### config.mk
export PLATFORM = sky130hd
export DESIGN_NAME = dprw_ram
export DESIGN_NICKNAME = d
export VERILOG_FILES = /design/src/rtl/dprw_ram.sv
export SDC_FILE = /design/constraint.sdc
export NUM_CORES = 1
export LEC_CHECK = 0
export BUFFER_PORTS_ARGS = -buffer_cell sky130_fd_sc_hd__buf_2
export CORE_UTILIZATION = 58
export CTS_BUF_LIST = sky130_fd_sc_hd__clkbuf_8
export DETAILED_ROUTE_END_ITERATION = 12
export GPL_TIMING_DRIVEN = 1
export HOLD_SLACK_MARGIN = 0.12
export PLACE_DENSITY = 0.79
export SLEW_MARGIN = 10
export SYNTH_ARGS = -nofsm -noshare
export SYNTH_HDL_FRONTEND = slang
export SYNTH_SLANG_ARGS = --single-unit
### constraint.sdc
create_clock -name clk_i -period 6.7 [get_ports clk_i]
set_input_delay 1.34 -clock clk_i [delete_from_list [all_inputs] [get_ports clk_i]]
set_output_delay 1.34 -clock clk_i [all_outputs]
set_load 0.005 [all_outputs]
### src/rtl/dprw_ram.sv
module dprw_ram #(
  parameter int WIDTH = 32,
  parameter int DEPTH = 32
) (
  input  logic                     clk_i,
  input  logic                     we_i,
  input  logic [$clog2(DEPTH)-1:0] waddr_i,
  input  logic [WIDTH-1:0]         wdata_i,
  input  logic                     re_i,
  input  logic [$clog2(DEPTH)-1:0] raddr_i,
  output logic [WIDTH-1:0]         rdata_o
);

  logic [WIDTH-1:0] mem_q [DEPTH];
  logic [WIDTH-1:0] rdata_q;

  always_ff @(posedge clk_i) begin
    if (we_i) begin
      mem_q[waddr_i] <= wdata_i;
    end
    if (re_i) begin
      rdata_q <= mem_q[raddr_i];
    end
  end

  assign rdata_o = rdata_q;

endmodule

After elaboration in Yosys (flattened, before gate mapping) --
Memories as Yosys holds them, arrays and structs flattened. A register that Yosys moved wholly into a read port is not among the register bits. Index checks and enable logic that the tools add are counted.
Operators by class: $add $sub $neg 0, multipliers 0, divide/modulo/power cells 0, $lt $le $gt $ge 0, equal/unequal tests 0, shift operators 0, muxes and demuxes 2, bitwise logic cells 0, reductions and logical operators 0
Operator list (number):
- $mux W1 | 2
Word-level totals: bits in registers 0, latch bits 0, bits in writable memories 1024, memory bits (read-only) 0, bits of input ports 45, output and inout bits 32, logic and storage cells 3, memories 1
Memories:
- mem_q | words 32, bits a word 32, read ports 1, clocked after Yosys merged registers in 1, write ports 1, line 14 | logic [WIDTH-1:0] mem_q [DEPTH];

Depth between registers and ports, before layout --
depth in word-level cells 2, depth in mapped cells 8, mapped depth without buffers 5

Worst setup path before layout --
OpenSTA, ideal clock, no wires.
kind in2reg, start point in waddr_i[1], end point mem mem_q[12][0] (enable), library setup time 421 ps, arrival 3353 ps, setup slack 2926 ps, stages on the path 3, cell sequence or3b_2 clkbuf_1 nor2_1
RTL lines:
- start: declaration | line 7 | input logic [$clog2(DEPTH)-1:0] waddr_i,
- end: declaration | line 14
No word-level cell before the write port.

==> flow_metrics.py <==
metrics = {
    "layout": {
        "final_cell_area_sq_um": 45100,
        "final_util_pct": 65.3,
        "final_nets": 2472,
        "drive_above_1_share_pct": 14.0,
        "area_growth_pct": 10.6,
        "layoutNonFillerInstCount": 3476,
    },
    "logic_synthesis": {
        "synth_area_sq_um": 40800,
        "synth_area_leaders": "edfxtp_1, mux2i_1, a22oi_1",
        "ys_ff_latch": 1056,
        "synth-seq-area-share_pct": 77.7,
        "synth.distinct_cells": 24,
        "yosys_warnings": 0,
        "yosysTopAreaCell": "edfxtp_1",
        "syn_inst": 2260,
        "postSynthAreaPerCell_sq_um": 18.1,
        "yosys.area.top_type_share_pct": 77.7,
        "synth_nets": 2305,
    },
    "drt": {
        "ant_nets": 0,
        "vias_per_cell": 6.36,
        "wl_microns": 98800,
        "drt_pass1_iterations": 5,
        "wire_per_inst_microns": 28.4,
        "route.detailed.drc": 0,
        "drt_iter0_drc": 2671,
        "num_vias": 22111,
    },
    "sta": {
        "hold_ws_ps": 669,
        "min_period_over_period_pct": 47.8,
        "setup_viol": 0,
        "fin_tns_setup_ps": 0,
        "maxSlewHeadroom_pct": 27.6,
        "layout_min_cycle_time_ps": 3200,
        "fmax_ghz": 0.313,
        "worst_pin_slew_ps": 1090,
        "rsz0062_at_grt": "false",
        "hold_viol_final": 0,
        "slew_violations": 0,
        "skew_ps": 26.0,
    },
    "critical_path": {
        "cp_max_fo": 92,
        "max_stage_delay_ps": 710,
        "ff2ff_setup_slack_ps": 5150,
        "critPathKind": "input pin to register",
        "endpoint_kind": "register",
        "crit_path_top_delay_cell": "buf_4",
        "worstPathBufferInverterCount": 2,
        "cp_top_family": "buffers and inverters",
        "path_cells": "buf_8 -> buf_4 -> mux2i_1 -> a22oi_1 -> a31oi_1 -> nand3_1",
        "critPathLaunchType": "input pin",
        "cp.required_ps": 7260,
        "critPathArrivalTime_ps": 3760,
    },
    "floorplanning": {
        "core-area_sq_um": 69100,
        "top_level_ports": 77,
        "design.die.area_sq_um": 71400,
        "initial_core_util_pct": 59.1,
        "dieHeight_microns": 267,
        "rows": 96,
        "die-width_microns": 267,
    },
    "power": {
        "ir_drop_mv": 0.145,
        "power_density_nw_per_um2": 282,
        "total_leakage_power_nw": 15.8,
    },
    "grt": {
        "antenna_found_initial": 6,
        "track_usage_pct": 28.1,
        "first_global_vias": 22360,
        "grt_overflow": 0,
        "grt_max_degree": 101,
        "grt_pass1_wl_microns": 143000,
    },
    "cts": {
        "cts_root_buffer": "clkbuf_8",
        "cts_setup_buffers": 0,
        "clk_latency_ps": 820,
        "cts_sinks": 1056,
        "cts_buffer_depth": 3,
        "h-tree-depth": 4,
        "cts_made_buffers": 159,
        "ctsResizeCount": 0,
        "cts-hold-fix-buffers": 0,
        "cts_tree": "built",
        "path_clk_slew_ps": 60,
    },
    "placement": {
        "port_buffers": 76,
        "hpwlAfterDp_microns": 51800,
        "place_area_sq_um": 42400,
        "place_congestion": 0.832,
        "placed_cells": 3197,
    },
    "worst_hold_path": {
        "hold_class": "register to register",
    },
    "run_status": {
        "status": "complete, no violations",
    },
    "flow_run": {
        "maxCapViolations": 0,
    },
}
[path summary, 6_finish.rpt]
| path | from | end | depth (start not counted) |
|---|---|---|---|
| worst min register to register | mem_q[26][2]$_DFFE_PP_ | rdata_o[2]$_DFFE_PP_ | 4 |
| worst max register to register | mem_q[7][6]$_DFFE_PP_ | rdata_o[6]$_DFFE_PP_ | 5 |
| worst max-delay path | raddr_i[0] | rdata_o[14]$_DFFE_PP_ | 6 |
| worst min-delay path | mem_q[26][2]$_DFFE_PP_ | rdata_o[2]$_DFFE_PP_ | 4 |
[registers in the layout, summed over array words and instances (netlist names)]
name     flops
mem_q     1024
rdata_o     32
[per-stage QoR]
| step | setup slack, ps | power [mW] |
|---|---|---|
| after global placement | 2740 | 8.17 |
| after CTS | 3590 | 12.8 |
| after floorplan | 2930 | 7.92 |
| after detailed placement | 2720 | 8.20 |
| final | 3500 | 12.7 |
| after global routing | 3460 | 13.1 |
[power breakdown]
part | switching (mW) | total (mW) | internal, mW
clock | 2.37 | 4.67 | 2.30
combinational | 0.452 | 0.662 | 0.210
sequential | 0.0313 | 7.41 | 7.38
[cell usage in the layout, fill, tap and decap left out, types with 55 or more instances in the layout]
cell and instances:
edfxtp_1 1056, mux2i_1 512, clkbuf_8 164, nand3_1 98, nand2_1 97, a22oi_1 96, a21oi_1 96, buf_2 75
a22o_1 64, inv_1 55
[cell usage after synthesis]
master    count
a21oi_1      96
a22o_1       64
a22oi_1      96
a31oi_1      32
and2_1        1
and2b_1       1
buf_1         5
buf_2        26
buf_4        33
buf_6        15
clkbuf_1     46
clkbuf_4      2
edfxtp_1   1056
mux2i_1     512
nand2_1      98
nand2b_1      2
nand3_1      98
nand3b_1      5
nor2_1       34
nor2b_1       1
nor3_1       32
or2_2         1
or3_1         1
or3b_2        3
[cell families (layout without fill, tap and decap cells)]
logic type | count (synthesis) | in the layout | share of synthesized area (%)
other | 0 | 2 | 0
muxes | 512 | 512 | 12.6
AOI/OAI and AO/OA | 288 | 288 | 4.81
DFF | 1056 | 1056 | 77.7
and+or+nand+nor | 277 | 277 | 3.08
buffers and inverters | 127 | 410 | 1.85
[routing by layer]
layer	share of wire (%)	wire [microns]	up-vias	track usage (%)
met5	0.050	49	-	0
met4	3.5	3480	8	11.6
met3	10	10200	230	6.68
met2	49	48600	1349	45.8
met1	37	36500	11168	36.6
li1	-	-	9356	-
[final cells by class]
| cell class | count | area (sq um) |
|---|---|---|
| clock buffers | 164 | 2260 |
| flip-flops and latches | 1056 | 31700 |
| diodes | 2 | 5.00 |
| repair buffers | 133 | 868 |
| well taps | 931 | 1160 |
| clock inverters | 113 | 510 |
| fillers | 4487 | 23900 |
| multi-input cells | 1077 | 8610 |
[tightest hold or removal path, stage by stage (launching register included)]
cell,delay [ps]
edfxtp_1,310
mux2i_1,60
nand2_1,60
nand3_1,70
nand3_1,80
No activity file was read; power rests on OpenSTA's default activity.
