<file path="config.mk">
export PLATFORM = sky130hd
export DESIGN_NAME = dprw_pt
export DESIGN_NICKNAME = d
export VERILOG_FILES = /design/src/rtl/dprw_pkg.sv /design/src/rtl/dprw_pt.sv
export SDC_FILE = /design/constraint.sdc
export NUM_CORES = 1
export LEC_CHECK = 0
export ABC_AREA = 0
export BUFFER_PORTS_ARGS = -buffer_cell sky130_fd_sc_hd__buf_2
export CORE_ASPECT_RATIO = 1.1
export CORE_MARGIN = 5
export CORE_UTILIZATION = 59
export DETAILED_ROUTE_END_ITERATION = 10
export GPL_ROUTABILITY_DRIVEN = 0
export PLACE_DENSITY = 0.76
export RECOVER_POWER = 100
export SLEW_MARGIN = 20
export SYNTH_ARGS = -nofsm -noshare
export SYNTH_HDL_FRONTEND = slang
export SYNTH_SLANG_ARGS = --single-unit
export TNS_END_PERCENT = 10
</file>
<file path="constraint.sdc">
create_clock -name clk_i -period 5.8 [get_ports clk_i]
set_input_delay 0.29 -clock clk_i [delete_from_list [all_inputs] [get_ports clk_i]]
set_output_delay 0.29 -clock clk_i [all_outputs]
set_load 0.02 [all_outputs]
</file>
<file path="src/rtl/dprw_pkg.sv">
package dprw_pkg;

  // Sizes are powers of two: page and offset split by bit position.
  localparam int VPAGES     = 16;
  localparam int FRAMES     = 4;
  localparam int PAGE_WORDS = 8;
  localparam int DATA_WIDTH = 32;

  localparam int VADDR_W = 7;
  localparam int WORD_W  = 32;
  localparam int PG_W    = $clog2(VPAGES);
  localparam int FR_W    = $clog2(FRAMES);
  localparam int OFF_W   = $clog2(PAGE_WORDS);
  localparam int FF_W    = $clog2(FRAMES + 1);
  localparam int CNT_W   = $clog2(PAGE_WORDS + 1);

  typedef logic [PG_W-1:0]              page_t;
  typedef logic [FR_W-1:0]              frame_t;
  typedef logic [OFF_W-1:0]             off_t;
  typedef logic [FF_W-1:0]              fill_t;
  typedef logic [DATA_WIDTH-1:0]        dword_t;
  typedef logic [FRAMES-1:0][FR_W-1:0]  rank_vec_t;

  typedef struct packed {
    logic  lookup;
    logic  set_dirty;
    page_t page;
  } pt_cmd_t;

  typedef struct packed {
    logic   hit;
    logic   victim_dirty;
    frame_t frame;
    page_t  owner;
  } pt_rsp_t;

  localparam dword_t ALL_ONES = '1;

  function automatic page_t page_of(input logic [VADDR_W-1:0] v);
    return page_t'(v >> OFF_W);
  endfunction

  function automatic off_t off_of(input logic [VADDR_W-1:0] v);
    return off_t'(v);
  endfunction

  function automatic dword_t ext_word(input logic signed [WORD_W-1:0] w);
    dword_t r;
    for (int i = 0; i < DATA_WIDTH; i++) begin
      r[i] = (i < WORD_W) ? w[i % WORD_W] : w[WORD_W-1];
    end
    return r;
  endfunction

  function automatic logic signed [WORD_W-1:0] out_word(input dword_t d);
    logic signed [WORD_W-1:0] r;
    for (int i = 0; i < WORD_W; i++) begin
      r[i] = (i < DATA_WIDTH) ? d[i % DATA_WIDTH] : 1'b0;
    end
    return r;
  endfunction

  // Frame f becomes newest; filled frames above its old rank slide down one.
  function automatic rank_vec_t promote(input rank_vec_t r, input frame_t f,
                                        input frame_t old, input frame_t top,
                                        input fill_t cnt);
    rank_vec_t n;
    n = r;
    for (int g = 0; g < FRAMES; g++) begin
      if (fill_t'(g) < cnt && frame_t'(g) != f && r[g] > old) begin
        n[g] = r[g] - 1'b1;
      end
    end
    n[f] = top;
    return n;
  endfunction

  // Lowest rank wins, first frame on a tie.
  function automatic frame_t pick_victim(input rank_vec_t r);
    frame_t best;
    best = '0;
    for (int g = 1; g < FRAMES; g++) begin
      if (r[g] < r[best]) begin
        best = frame_t'(g);
      end
    end
    return best;
  endfunction

endpackage

</file>
<file path="src/rtl/dprw_pt.sv">
module dprw_pt (
  input  logic                clk_i,
  input  logic                rst_ni,
  input  logic                mode_i,
  input  dprw_pkg::pt_cmd_t   cmd_i,
  output dprw_pkg::pt_rsp_t   rsp_o
);
  import dprw_pkg::*;

  logic [VPAGES-1:0] valid_q, valid_d;
  logic [VPAGES-1:0] dirty_q, dirty_d;
  frame_t            pt_frame_q [VPAGES];
  page_t             owner_q    [FRAMES];
  rank_vec_t         load_rank_q, load_rank_d;
  rank_vec_t         use_rank_q, use_rank_d;
  fill_t             filled_q, filled_d;

  logic   hit, full;
  frame_t victim, frame;
  page_t  owner;
  fill_t  filled_inc;

  assign hit        = valid_q[cmd_i.page];
  assign full       = (filled_q == fill_t'(FRAMES));
  assign victim     = pick_victim(mode_i ? use_rank_q : load_rank_q);
  assign owner      = owner_q[victim];
  assign filled_inc = filled_q + 1'b1;

  always_comb begin
    if (hit) begin
      frame = pt_frame_q[cmd_i.page];
    end else if (!full) begin
      frame = frame_t'(filled_q);
    end else begin
      frame = victim;
    end
  end

  assign rsp_o.hit          = hit;
  assign rsp_o.frame        = frame;
  assign rsp_o.owner        = owner;
  assign rsp_o.victim_dirty = !hit && full && dirty_q[owner];

  always_comb begin
    valid_d     = valid_q;
    dirty_d     = dirty_q;
    load_rank_d = load_rank_q;
    use_rank_d  = use_rank_q;
    filled_d    = filled_q;
    if (cmd_i.lookup) begin
      if (hit) begin
        use_rank_d = promote(use_rank_q, frame, use_rank_q[frame],
                             frame_t'(filled_q - 1'b1), filled_q);
      end else begin
        if (!full) begin
          filled_d    = filled_inc;
          load_rank_d = promote(load_rank_q, frame, frame_t'(filled_q),
                                frame_t'(filled_q), filled_inc);
          use_rank_d  = promote(use_rank_q, frame, frame_t'(filled_q),
                                frame_t'(filled_q), filled_inc);
        end else begin
          valid_d[owner] = 1'b0;
          dirty_d[owner] = 1'b0;
          load_rank_d = promote(load_rank_q, frame, load_rank_q[frame],
                                frame_t'(FRAMES - 1), filled_q);
          use_rank_d  = promote(use_rank_q, frame, use_rank_q[frame],
                                frame_t'(FRAMES - 1), filled_q);
        end
        valid_d[cmd_i.page] = 1'b1;
        dirty_d[cmd_i.page] = 1'b0;
      end
    end
    if (cmd_i.set_dirty) begin
      dirty_d[cmd_i.page] = 1'b1;
    end
  end

  always_ff @(posedge clk_i or negedge rst_ni) begin
    if (!rst_ni) begin
      valid_q     <= '0;
      dirty_q     <= '0;
      load_rank_q <= '0;
      use_rank_q  <= '0;
      filled_q    <= '0;
    end else begin
      valid_q     <= valid_d;
      dirty_q     <= dirty_d;
      load_rank_q <= load_rank_d;
      use_rank_q  <= use_rank_d;
      filled_q    <= filled_d;
    end
  end

  // Mapping fields: read only once written.
  always_ff @(posedge clk_i) begin
    if (cmd_i.lookup && !hit) begin
      owner_q[frame]         <= cmd_i.page;
      pt_frame_q[cmd_i.page] <= frame;
    end
  end

endmodule

</file>
Yosys cells after proc, flatten, opt, wreduce, memory -nomap -nowiden
Memory sizes are Yosys's and may differ from the RTL's.
Cells that the tools add are included.

storage, ports and cells
  register bits after elaboration = 51
  bits in latches = 0
  RAM bits = 48
  bits in read-only memories = 0
  bits of input ports = 9
  output and inout port bits = 8
  logic and storage cells = 220
  memories kept = 2

cells by class
  add/sub/neg operators = 10
  multipliers = 0
  div/mod/pow operators = 0
  order comparisons = 35
  eq/ne operators = 4
  shift operators = 0
  mux-type cells = 113
  bitwise gates (word level) = 11
  reductions and logical operators = 34

memory list
  name        depth  bits a word  read ports  clocked after memory_dff  wr ports  RTL line       source
  pt_frame_q  16     2            1           0                         1         dprw_pt.sv:12  frame_t pt_frame_q [VPAGES];
  owner_q     4      4            1           0                         1         dprw_pt.sv:13  page_t owner_q [FRAMES];

operators with widths
  cell                 count
  $mux 2               81
  $mux 16              9
  $and 16x16->16       3
  $gt 2x2->1           16
  $mux 8               4
  $not 16->16          2
  $or 16x16->16        2
  $logic_and 1x1->1    30
  $bwmux 8             3
  $sub 2x1->2 const B  9
  $bmux 2 s2           4
  $or 8x8->8           2
  $lt 1x3->1 const A   4
  $lt 2x3->1 const A   4
  $lt 4x5->1 const B   2
  $lt 2x3->1 const B   3
  $bmux 1 s4           2
  $demux 1 s4          2
  $ge 4x1->1 const B   2
  $mux 1               7
  $lt 2x2->1           3
  $demux 2 s2          1
  $ne 2x2->1 const A   2
  $add 3x1->3 const B  1
  other kinds (8)      9

Depth between registers and ports, before layout
An unclocked memory read counts as a cell.

  word-level depth = 26
  mapped depth = 27
  depth with buffers taken out = 25

Worst setup path before layout
No wires, ideal clock.

  kind = input port to flip-flop
  from = input mode_i
  to = register use_rank_q[3] (netlist bit)
  setup time = 0.126 ns
  arrival time = 5.233 ns
  data required time = 5.674 ns
  path slack = 0.441 ns
  cell stages on the path = 21
  path buffers = 1
  path through = buf_2 -> mux2_2 -> ha_1 -> a2bb2oi_1 -> a22oi_1 -> a31oi_1 -> nand2_1 -> o21ai_0 -> ha_1 -> o22ai_1 -> o22a_1 -> o211a_1 -> nor2_4 -> mux4_1 -> ha_1 -> nor2_1 -> a31oi_1 -> a211oi_4 -> a211oi_2 -> or3b_1 -> a311o_1

on the way
  cells in the longest elaborated chain, start to end = 24
  elaborated cells on any way between the ends = 41
  those cells by class = order compare: 6; eq/ne: 1; mux: 28; bitwise: 1; reduce/logical: 5

RTL lines
  element                       RTL line        source
  start: declaration            dprw_pt.sv:4    input logic mode_i,
  $mux 8 *                      dprw_pt.sv:25   assign victim = pick_victim(mode_i ? use_rank_q : load_rank_q);
  $lt 2x2->1                    dprw_pkg.sv:83  if (r[g] < r[best]) begin
  $mux 1                        dprw_pkg.sv:83
  $bmux 2 s2                    dprw_pkg.sv:83
  $mux 2 (implied by the code)  dprw_pkg.sv:83
  $lt 2x2->1                    dprw_pkg.sv:83
  $mux 2                        dprw_pkg.sv:83
  $bmux 2 s2                    dprw_pkg.sv:83
  [... 8 more ...]              --
  $logic_and 1x1->1             dprw_pkg.sv:70  if (fill_t'(g) < cnt && frame_t'(g) != f && r[g] > old) begin
  $mux 2                        dprw_pkg.sv:70
  $mux 2                        dprw_pt.sv:55   if (!full) begin
  $mux 2                        dprw_pt.sv:51   if (hit) begin
  $mux 2                        dprw_pt.sv:50   if (cmd_i.lookup) begin
  $or 8x8->8 (no source line)   --
  $mux 8                        dprw_pt.sv:55
  $mux 8 *                      dprw_pt.sv:51
  end signal: assignment        dprw_pt.sv:89   use_rank_q <= use_rank_d;
  end: declaration              dprw_pt.sv:15   rank_vec_t use_rank_q, use_rank_d;

Every way passes the cells marked *; elsewhere a longest branch is shown, timed or not. The select of a mux whose other input is x is not followed.
A chain may end at the register's enable or synchronous reset.

Worst setup path after layout
  from = register load_rank_q[3] (netlist bit)
  to = register use_rank_q[3] (netlist bit)

on the way
  cells in the longest elaborated chain, start to end = 24
  elaborated cells on any way between the ends = 41
  those cells by class = order compare: 6; eq/ne: 1; mux: 28; bitwise: 1; reduce/logical: 5

RTL lines
  element                       RTL line        source
  start: declaration            dprw_pt.sv:14   rank_vec_t load_rank_q, load_rank_d;
  start signal: assignment      dprw_pt.sv:88   load_rank_q <= load_rank_d;
  $mux 8 *                      dprw_pt.sv:25
  $lt 2x2->1                    dprw_pkg.sv:83
  $mux 1                        dprw_pkg.sv:83
  $bmux 2 s2                    dprw_pkg.sv:83
  $mux 2 (implied by the code)  dprw_pkg.sv:83
  $lt 2x2->1                    dprw_pkg.sv:83
  $mux 2                        dprw_pkg.sv:83
  $bmux 2 s2                    dprw_pkg.sv:83
  [... 8 more ...]              --
  $logic_and 1x1->1             dprw_pkg.sv:70
  $mux 2                        dprw_pkg.sv:70
  $mux 2                        dprw_pt.sv:55
  $mux 2                        dprw_pt.sv:51
  $mux 2                        dprw_pt.sv:50
  $or 8x8->8 (no source line)   --
  $mux 8                        dprw_pt.sv:55
  $mux 8 *                      dprw_pt.sv:51

Marks and branches as above.

==> qor.csv <==
metric;value;unit
num_vias;5788;
crit_family;compound AO/OA/AOI/OAI gates;
grt_max_degree;38;
synth_mux_area_share;10.3;%
path_cells;mux2_2 > ha_1 > a2bb2oi_1 > a22oi_1 > a31oi_2 > nand2_1 > o21ai_0 > ha_1 > o22ai_1 > o22a_1 > o211a_1 > nor2_4 > mux4_2 > ha_1 > nor2_1 > a31oi_1 > a211oi_4 > a211oi_2 > or3b_1 > a311o_1;
hold_path.class;in -> reg;
cts_tree;built;
hold_violations;0;
worstSkewPairLatency;0.35;ns
port_buffers;16;
grt_pass1_vias;5830;
ys_async_sr_fraction;51.5;%
end_kind;register;
grt_usage;27.6;%
synth-compound-area-share;20.9;%
placementRows;41;
critical_path_required;6.04;ns
status;finished with violations;
wl_met3;1.25;mm
drive_above_1_share;8.82;%
die_height;122;µm
cp_slowest_stage_delay;0.60;ns
timing.final.ws_setup;0.298;ns
synth_xor_area_share;1.04;%
fp.coreArea;0.0113;mm²
setup-tns-final;0;ns
placed_area;0.00697;mm²
final_cell_mix;nand2_1 (73), inv_1 (56), dfrtp_1 (51);
clk_pin_slew_worst_paths;0.07;ns
ys_seq_area_share;40.2;%
grt_remaining_overflow;0;
ys_types;73;
final_common_cell;nand2_1;
fin_crit;5.50;ns
highest_layer;met4;
finalClockSkew;0.00865;ns
yosys_warnings;0;
pre_cts_ws;0.111;ns
max_freq;0.182;GHz
n_fill_cell;898;
violations;capacitance limit, slew limit;
synth.ff_latch_count;99;
nNetsFinal;741;
wl_per_cell;21.5;µm
wl_met1;6.90;mm
dr.pass1.iters;5;
area_growth;7.69;%
dieArea;0.0137;mm²
drv_cap;1;
critPathLaunchType;register;
cts_buffers;9;
hpwl;13.2;mm
synth_edf_count;48;
synth_area;0.00675;mm²
synthTopCellsByArea;edfxtp_1 (21%), dfrtp_1 (19%), ha_1 (6.3%), nand2_1 (4.1%), mux4_1 (3.9%);
pin_count;17;
fin_crit_sh;94.9;%
grt_pass1_wl;29.6;mm
final_area;0.00727;mm²
clock_sinks;99;
hold_ws;0.264;ns
rsz0062_at_grt;no;
met2_length;9.09;mm
postSynthCellCount;690;
yosys.area_share.simple;15.7;%
slew-limit-headroom;-42.3;%
syn_nets;733;
route.detailed.drc;0;
start_util;59.6;%
antenna_cells;0;
drv_slew;38;
setup_viol;0;
totalWireLength;18.4;mm
yosys.area_share.adder;6.30;%
clock_path_buffers;2;
synth_top_area_share;21.3;%
syn_avg_cell_area;9.79;µm²
path_class;reg -> reg;
via_per_inst;6.79;
yosys.area.top_type;edfxtp_1;
final_antenna_net_count;0;
cp_num_buf_inv;0;
crit_fanout;7;
cp_slowest_cell;mux4_2;
antenna_found_initial;0;
cts_max_level;3;
synth_top_family_by_area;compound AO/OA/AOI/OAI gates;
arrival;5.74;ns
die_x;112;µm
cts-root-buf;clkbuf_16;
worst_slew_pin_slew;2.13;ns
synth_ff_type;dfrtp_1;
drt-initial-drc-count;605;
critical_path.most_common_cell;ha_1;
## area by class of cell
class | instances | area, µm² | share of cell area, %
multi-input combinational | 500 | 3670 | 50.4
sequential | 99 | 2720 | 37.4
clock buffer | 10 | 239 | 3.29
inverter | 56 | 210 | 2.89
tap | 150 | 188 | 2.58
timing repair buffer | 32 | 179 | 2.46
clock inverter | 6 | 70.1 | 0.964
## registers in the layout, summed over array words and instances (netlist names)
name	count
filled_q	3
use_rank_q	8
load_rank_q	8
pt_frame_q	32
owner_q	16
valid_q	16
dirty_q	16
## synth_stat cells (7+ instances only)
library cell and count:
nand2_1 73, inv_1 54, dfrtp_1 51, edfxtp_1 48, nor2_1 40, o21ai_0 37
a21oi_1 36, ha_1 34, clkbuf_1 25, mux2i_1 21, nor3_1 21, and2_1 18
a32o_1 14, nor2b_1 14, a21o_1 13, and3_1 12, nand3_1 12, mux4_1 10
a31oi_1 9, o22ai_1 9, mux2_2 8, a211o_1 7, a211oi_1 7, o211ai_1 7
## per-stage QoR
| step | utilization [%] | cells |
|---|---|---|
| floorplan | - | 690 |
| global placement | 61.5 | 836 |
| detailed placement | 61.5 | 836 |
| CTS | 64.3 | 853 |
| global route | 64.1 | 853 |
| finish | 64.1 | 853 |
## worst paths after layout
path / startpoint / to / slack [ns] / cells past startpoint
min: cmd_i[4] / dirty_q[14] / 0.26 / 3
min in group asynchronous: rst_ni / load_rank_q[0] / 0.63 / 2
min reg2reg: valid_q[10] / valid_q[10] / 0.48 / 1
max: load_rank_q[3] / use_rank_q[3] / 0.30 / 20
max in group asynchronous: rst_ni / dirty_q[15] / 2.64 / 3
max reg2reg: load_rank_q[3] / use_rank_q[3] / 0.30 / 20
## what timing repair did
item	4_1_cts	5_1_grt
endpoints found under the setup margin	0	3
hold buffers	1	0
hold endpoints to repair	14	0
setup buffers	0	0
gates resized for setup	0	3
## layer usage
metal  vias up  global-route usage (%)
met5         -                       0
met4         0                    15.9
met3        96                    5.02
met2       302                    48.4
met1      2777                    31.8
li1       2613                       -
## cell families after synthesis
kind of cell	after synthesis
AO/OA/AOI/OAI	195
XOR/XNOR	8
adder cells (fa/ha/maj)	34
buffers and inverters	91
flip-flops	99
multiplexers	45
AND/OR/NAND/NOR	218
## tightest hold or removal path: cells and delay by family
kind,cells,cell delay [ns]
AND/OR/NAND/NOR,1,0.07
AO/OA/AOI/OAI,1,0.06
buffers and inverters,1,0.15
Power is left out: the tool's default activity adds up to more than one toggle a clock period on the data nets, which glitch-free logic cannot reach.
